==> src/rtl/core/hte_pkg.sv <==
// Shared types and constants of the handle table engine.
// Depends on nothing.
package hte_pkg;

   localparam int DEF_ENTRIES = 1024;
   localparam int IDX_MAX_W   = 24;
   localparam int HANDLE_W    = 32;
   localparam int OBJ_W       = 16;
   localparam int RIGHTS_W    = 26;
   localparam int FLAG_W      = 2;
   localparam int STATUS_W    = 3;
   localparam int ENTRY_W     = OBJ_W + RIGHTS_W + FLAG_W;
   localparam int FLAG_PROTECT_BIT = 1;

   typedef enum logic [1:0] {
      CMD_ALLOC    = 2'd0,
      CMD_LOOKUP   = 2'd1,
      CMD_CLOSE    = 2'd2,
      CMD_SETFLAGS = 2'd3
   } cmd_type;

   typedef enum logic [STATUS_W-1:0] {
      ST_OK          = 3'd0,
      ST_INVALID     = 3'd1,
      ST_NORES       = 3'd2,
      ST_NOTCLOSABLE = 3'd3,
      ST_DENIED      = 3'd4
   } status_type;

   typedef enum logic [3:0] {
      S_CLEAR,
      S_IDLE,
      S_DISPATCH,
      S_CHECK,
      S_SCAN_RD,
      S_SCAN_CHK,
      S_TRIM_RD,
      S_TRIM_CHK,
      S_RESP
   } state_type;

   // One classified request as it travels from the front to the back.
   typedef struct packed {
      cmd_type                cmd;
      logic                   hvalid;
      logic [IDX_MAX_W-1:0]   idx;
      logic [OBJ_W-1:0]       obj;
      logic [RIGHTS_W-1:0]    acc;
      logic                   inh;
      logic [FLAG_W-1:0]      fmask;
      logic [FLAG_W-1:0]      fval;
      logic                   allow;
   } job_type;

endpackage

==> src/rtl/core/hte_front.sv <==
// Front of the handle table engine: accepts requests, decodes the handle
// and holds them in a two-entry queue. Depends on hte_pkg.
module hte_front
   import hte_pkg::*;
#(
   parameter int ENTRIES = DEF_ENTRIES
) (
   input  logic                 clock,
   input  logic                 reset,
   input  logic                 clearing,
   input  logic                 req_valid,
   output logic                 req_ready,
   input  logic [1:0]           req_cmd,
   input  logic [HANDLE_W-1:0]  req_handle,
   input  logic [OBJ_W-1:0]     req_object_id,
   input  logic [RIGHTS_W-1:0]  req_access,
   input  logic                 req_inherit_attr,
   input  logic [FLAG_W-1:0]    req_flag_mask,
   input  logic [FLAG_W-1:0]    req_flag_values,
   input  logic                 req_close_allowed,
   output logic                 job_valid,
   output job_type              job,
   input  logic                 job_pop
);

   localparam int QW = HANDLE_W - 2;
   localparam logic [QW-1:0] ENT_Q = QW'(ENTRIES);

   job_type     q_ff [2];
   logic        wr_ptr_ff, wr_ptr_in;
   logic        rd_ptr_ff, rd_ptr_in;
   logic [1:0]  cnt_ff, cnt_in;
   logic [QW-1:0] q_num, q_idx;
   job_type     new_job;
   logic        push;

   assign q_num = req_handle[HANDLE_W-1:2];
   assign q_idx = q_num - QW'(1);

   always_comb begin
      new_job.cmd    = cmd_type'(req_cmd);
      new_job.hvalid = (q_num != '0) && (q_idx < ENT_Q);
      new_job.idx    = q_idx[IDX_MAX_W-1:0];
      new_job.obj    = req_object_id;
      new_job.acc    = req_access;
      new_job.inh    = req_inherit_attr;
      new_job.fmask  = req_flag_mask;
      new_job.fval   = req_flag_values;
      new_job.allow  = req_close_allowed;
   end

   assign req_ready = !clearing && (cnt_ff != 2'd2);
   assign push      = req_valid && req_ready;
   assign job_valid = (cnt_ff != 2'd0);
   assign job       = q_ff[rd_ptr_ff];

   always_comb begin
      wr_ptr_in = wr_ptr_ff ^ push;
      rd_ptr_in = rd_ptr_ff ^ job_pop;
      cnt_in    = cnt_ff + 2'(push) - 2'(job_pop);
   end

   always_ff @(posedge clock) begin
      if (reset) begin
         wr_ptr_ff <= 1'b0;
         rd_ptr_ff <= 1'b0;
         cnt_ff    <= 2'd0;
      end else begin
         wr_ptr_ff <= wr_ptr_in;
         rd_ptr_ff <= rd_ptr_in;
         cnt_ff    <= cnt_in;
      end
   end

   always_ff @(posedge clock) begin
      if (push) begin
         q_ff[wr_ptr_ff] <= new_job;
      end
   end

endmodule

==> config.mk <==
export PLATFORM = sky130hd
export DESIGN_NAME = hte_front
export DESIGN_NICKNAME = d
export VERILOG_FILES = /design/src/rtl/core/hte_pkg.sv /design/src/rtl/core/hte_front.sv
export SDC_FILE = /design/constraint.sdc
export NUM_CORES = 1
export LEC_CHECK = 0
export ABC_AREA = 1
export BUFFER_PORTS_ARGS = -buffer_cell sky130_fd_sc_hd__buf_2
export CORE_MARGIN = 3
export CORE_UTILIZATION = 53
export DETAILED_ROUTE_END_ITERATION = 8
export PLACE_DENSITY = 0.79
export SLEW_MARGIN = 20
export SYNTH_ARGS = -nofsm -noshare
export SYNTH_HDL_FRONTEND = slang
export SYNTH_SLANG_ARGS = --single-unit
export TNS_END_PERCENT = 50
==> constraint.sdc <==
create_clock -name clock -period 3.7 [get_ports clock]
set_input_delay 0.37 -clock clock [delete_from_list [all_inputs] [get_ports clock]]
set_output_delay 0.37 -clock clock [all_outputs]
set_load 0.005 [all_outputs]
==> metrics.csv, run 1 <==
metric,value,unit
synthTopCellsByArea,"edfxtp_1, mux2_2, nand2_1",
num_vias,4173,
clockBufferDepth,2,
ant_nets,0,
gp_congestion,0.9328,
cpPeakStageDelay,1.02,ns
antenna_found_initial,0,
synth.avg_cell_area,14.44,um^2
critical_path_class,flip-flop to primary output,
drv_cap,0,
hold_viol,0,
cp-end-kind,primary output,
status,completed,
synthArstFlopShare,0,
final-setup-viol-count,0,
viasPerCell,5.120,
p_leak,3.270,nW
slowest_stage,dfxtp_4,
power_density,492.0,mW/mm^2
cp.required,3.33,ns
grt_max_degree,77,
die-area,0.01400,mm^2
die_width,118.3,um
cts_resized,0,
finalCritPeriodShare,0.6578,
cts_root_buffer,clkbuf_16,
grt_pass1_vias,4332,
drive_gt1_frac,0.4560,
ys_types,28,
clkSinkCount,154,
drv_slew,0,
drt_wl_total,13.06,mm
rsz0062_at_grt,false,
worstPathCellList,"mux2_2, buf_2",
insertion_delay,0.41,ns
yosysTopAreaCell,edfxtp_1,
pin_count,164,
critPathMaxFanout,76,
fin_skew,0.004509,ns
cp.arrival,2.06,ns
min_from,req_object_id[6],
portBuffers,161,
grt_util_all_layers,0.1939,
r2r_start,cnt_ff[0]$_SDFF_PP0_,
synth-seq-area-share,0.6856,
start_util,0.5498,
syn_inst,463,
drcViolationCount,0,
peakVddDrop,0.2655,mV
register_area,0.004588,mm^2
cts-htree-levels,4,
grt_first_pass_wirelength,21.07,mm
netlist_area,0.006686,mm^2
p_total,4.054,mW
worstMarginPinSlew,1.064,ns
startpoint_type,flip-flop,
diodes,0,
final.setup.tns,0,ns
synth-seq-cells,154,
ctsHoldBuffers,0,
min_period,2.434,ns
multi_input_area,0.001942,mm^2
cp-startpoint,rd_ptr_ff$_SDFF_PP0_,
std_cell_rows,40,
yosys_warnings,0,
max_clock_freq,0.4109,GHz
post_drt_wl_per_cell,16.02,um
crit_family,flip-flops,
final_core_util,0.6775,
synthFlopType,edfxtp_1,
post-cts-setup-buffer-count,0,
clkTransAtPathRegs,0.06,ns
cts_tree,yes,
dp_hpwl,9.116,mm
drt_iter0_drc,298,
synth_nets,556,
coreArea,0.01216,mm^2
relSlewSlack,0.2905,
synth_edf_count,150,
fin_nets,728,
syn_to_final_growth,23.22,%
first_pass_iters,4,
nFillCells,905,
grt_overflow,0,
die_y,118.3,um
netlist.area_leader.share,0.6737,
hp-class,input pin to flip-flop,
critPathBufInv,1,
cts_buffers,17,
## cells by family (layout without fill, tap and decap cells)
| family | Yosys count | in the layout | synth area share |
|---|---|---|---|
| simple gates | 159 | 159 | 0.1241 |
| mux | 75 | 75 | 0.1263 |
| fa+ha+maj | 6 | 6 | 0.01123 |
| flops | 154 | 154 | 0.6856 |
| xor+xnor | 16 | 16 | 0.02096 |
| compound gates | 5 | 5 | 0.004116 |
| buf+inv | 48 | 232 | 0.02769 |
## area by class of cell
cell class / count / share of cell area
inverters: 40 / 0.01822
flip-flops and latches: 154 / 0.5569
well taps: 168 / 0.02551
multi-input cells: 261 / 0.2357
clock buffers: 21 / 0.05345
clock inverters: 10 / 0.01245
repair buffers: 161 / 0.09780
## cells in the mapped netlist, types with 3 or more instances
library cell	n
nor2_2	10
nand3_1	20
nand4_1	6
xor2_1	10
dfxtp_1	4
nand3b_1	3
nor2_8	3
nor2_1	42
ha_1	6
nand2_1	54
buf_2	4
nand2_2	8
inv_1	37
nand2_4	6
edfxtp_1	150
xnor2_1	6
nor2_4	5
buf_1	3
mux2_2	75
## cell usage in the layout (no fill, tap or decap), drive strengths merged
cell type | Yosys | layout
inv | 39 | 39
o21ai | 3 | 3
nand2 | 68 | 68
o21bai | 1 | 1
nor3b | 1 | 1
clkinvlp | 0 | 2
clkinv | 1 | 7
xnor2 | 6 | 6
nand3 | 20 | 20
ha | 6 | 6
bufinv | 0 | 2
mux2 | 75 | 75
buf | 7 | 161
a21oi | 1 | 1
edfxtp | 150 | 150
nor3 | 1 | 1
nor2 | 60 | 60
nand4 | 6 | 6
dfxtp | 4 | 4
clkbuf | 1 | 21
nand3b | 3 | 3
xor2 | 10 | 10
## path summary, 6_finish.rpt
| kind | endpoint | slack, ns | depth (start not counted) |
|---|---|---|---|
| hold reg to reg | cnt_ff[0]$_SDFF_PP0_ | 0.59 | 3 |
| setup reg to reg | q_ff[0][63]$_DFFE_PP_ | 1.61 | 5 |
| hold / removal | q_ff[0][38]$_DFFE_PP_ | 0.15 | 1 |
| setup / recovery | job[59] | 1.27 | 2 |
## sequential cells by signal, summed over array words and instances, names as in the netlist
signal / count
cnt_ff: 2
q_ff: 150
rd_ptr_ff: 1
wr_ptr_ff: 1
## stage by stage
step / setup slack (ns) / hold slack (ns) / cells / cell area (um^2)
final: 1.266 / 0.1470 / 815 / 8239
after global routing: 1.154 / 0.1221 / 815 / 8239
after CTS: 1.245 / 0.1257 / 815 / 8239
after detailed placement: 1.488 / 0.5613 / 784 / 7696
after global placement: 1.546 / 0.5575 / 784 / 7696
after floorplan: 0.7397 / 0.4367 / 463 / 6686
## power by group
group	leakage [nW]	switching [mW]	internal [mW]
combinational	1.61	0.202	0.206
sequential	1.41	0.0508	2.01
clock	0.255	0.603	0.976
## per-layer routing
| metal | wire length [um] | global-route usage | part of all wire |
|---|---|---|---|
| met5 | 0 | 0 | 0 |
| met4 | 337 | 0.08645 | 0.026 |
| met3 | 1048 | 0.06890 | 0.080 |
| met2 | 6457 | 0.3183 | 0.49 |
| met1 | 5216 | 0.2305 | 0.40 |
(Power assumes the default switching activity.)
==> inputs of run 2 (changes only) <==
ABC_AREA = 0   (was 1)
PLACE_DENSITY = 0.8   (was 0.79)
clock period = 2.3 ns   (was 3.7 ns; I/O delays follow)
==> run 2 against run 1 <==
Cell area increased by 2.7%. Largest power group unchanged. Synthesized cell count down 24%. Total power increased by 68%. First-iteration DRC count fell by 16%. Critical path depth up 1.
==> metrics.csv, run 2 <==
metric,value,unit
synthFlopType,edfxtp_1,
netlist_area,0.006281,mm^2
synth.most_common_cell,edfxtp_1,
synth_edf_count,150,
first_pass_iters,4,
worstHoldPathCells,1,
post_dp_cell_area,0.007396,mm^2
power_density,802.6,mW/mm^2
p_leak,3.159,nW
num_vias,3889,
critical_path_class,flip-flop to primary output,
synthTopCellsByArea,"edfxtp_1, mux2_2, xor2_1",
synth_common_cells,"edfxtp_1, mux2_2, nor2_1",
start_util,0.5454,
ys_types,43,
ant_nets,0,
synth_nets,446,
clkSinkCount,154,
yosysTopAreaCell,edfxtp_1,
cts_buffers,17,
syn_to_final_growth,34.72,%
die_y,114.9,um
std_cell_rows,39,
largest_reg_flops,150,
drv_cap,0,
cts_tree,yes,
whs,0.02102,ns
fin_nets,675,
viasPerCell,5.263,
grt_first_pass_wirelength,20.50,mm
fin_area,0.008462,mm^2
grt_overflow,0,
finalCritPeriodShare,0.8643,
drt_wl_total,13.08,mm
final.setup.tns,0,ns
netlist.area_leader.share,0.7171,
syn_inst,353,
final_cell_mix,"buf_2, edfxtp_1, mux2_2, dlygate4sd3_1, nor2_1",
clockBufferDepth,2,
drive_gt1_frac,0.4874,
fin_skew,0.004053,ns
die_width,114.9,um
hp-class,input pin to flip-flop,
worstMarginPinSlew,0.5237,ns
critPathMaxFanout,32,
dp_cells,656,
nFillCells,722,
drt_iter0_drc,251,
gp_congestion,0.8479,
grt_pass1_vias,4179,
yosys_warnings,0,
clkTransAtPathRegs,0.06,ns
dp_hpwl,8.564,mm
pin_count,164,
coreArea,0.01152,mm^2
post_drt_wl_per_cell,17.70,um
synth.avg_cell_area,17.79,um^2
startpoint_type,flip-flop,
worstRegToRegCells,6,
synthArstFlopShare,0,
die-area,0.01319,mm^2
cp.arrival,1.76,ns
post-cts-setup-buffer-count,0,
max_clock_freq,0.5031,GHz
cp.required,2.07,ns
peakVddDrop,0.5787,mV
grt_max_degree,33,
final-setup-viol-count,0,
antenna_found_initial,1,
largestRegisters,"q_ff: 150 flops, cnt_ff: 2 flops",
portBuffers,161,
top_register,q_ff,
cts_root_buffer,clkbuf_16,
cts-htree-levels,4,
drv_slew,0,
hold_viol,0,
p_total,6.791,mW
rsz0062_at_grt,false,
ctsHoldBuffers,50,
status,completed,
min_period,1.988,ns
relSlewSlack,0.6480,
synth-seq-cells,154,
synth-seq-area-share,0.7299,
layout_commonest_cell,buf_2,
insertion_delay,0.41,ns
cts_resized,0,
drcViolationCount,0,
grt_util_all_layers,0.2058,
cp-end-kind,primary output,
stdcell_count,739,
## run 2: cell types whose count changed in the layout (fill, tap and decap cells not counted), sizes merged, moves of 2 or more
cell and delta:
nand2 -54, dlygate4sd3 +50, nor2 -40, inv -31, nand3 -14, buf +11
nor4 +7, nand4 -5, nor3 +4, xor2 +4, o41ai +3, clkinv -2
## run 2: cell type report
class | instances | area, um^2 | share of cell area
flip-flops and latches | 154 | 4588 | 0.5422
multi-input cells | 180 | 1639 | 0.1937
repair buffers | 222 | 1464 | 0.1730
clock buffers | 21 | 440.4 | 0.05205
well taps | 143 | 178.9 | 0.02114
clock inverters | 11 | 122.6 | 0.01449
inverters | 7 | 26.28 | 0.003105
diodes | 1 | 2.502 | 0.0002957
## run 2: stage by stage
step / worst slack (ns) / utilization
3_3_place_gp: 0.2987 / 0.6422
5_1_grt: 0.2399 / 0.7348
2_1_floorplan: -0.6704 / -
6_report: 0.3121 / 0.7348
4_1_cts: 0.2657 / 0.7346
3_5_place_dp: 0.2478 / 0.6422
## run 2: path summary, 6_finish.rpt
kind                   startpoint  slack [ns]               endpoint
max          rd_ptr_ff$_SDFF_PP0_        0.31                job[31]
min              req_flag_mask[0]        0.02   q_ff[0][3]$_DFFE_PP_
max reg2reg  cnt_ff[0]$_SDFF_PP0_        0.51  q_ff[0][16]$_DFFE_PP_
min reg2reg  cnt_ff[1]$_SDFF_PP0_        0.56   cnt_ff[1]$_SDFF_PP0_
## run 2: cell families (layout without fill, tap and decap cells)
kind of cell | count (synthesis) | in the layout | share of synthesized area
AO/OA/AOI/OAI | 15 | 15 | 0.01953
flip-flops | 154 | 154 | 0.7299
XOR/XNOR | 21 | 21 | 0.02928
AND/OR/NAND/NOR | 63 | 63 | 0.06176
buffers and inverters | 19 | 261 | 0.01315
other | 0 | 1 | 0
multiplexers | 75 | 75 | 0.1345
adder cells (fa/ha/maj) | 6 | 6 | 0.01195
## run 2: where the power goes
part / total (mW) / switching, mW / internal, mW
clock network: 2.64 / 1.04 / 1.59
registers: 3.33 / 0.0586 / 3.27
logic: 0.828 / 0.387 / 0.440
total: 6.79 / 1.49 / 5.30
## run 2: routing by layer
metal  track usage  part of all wire  vias up  wire [um]
met5             0                 0        -          0
met4       0.09311             0.024        0        317
met3       0.08526             0.094       31       1227
met2        0.3519              0.51      168       6628
met1        0.2237              0.38     1873       4906
li1              -                 -     1817          -
## run 2: worst max-delay path, stage by stage, from the launching register on
cell and delay, ns:
dfxtp_4 0.57, buf_12 0.26, mux2_2 0.36, buf_2 0.14
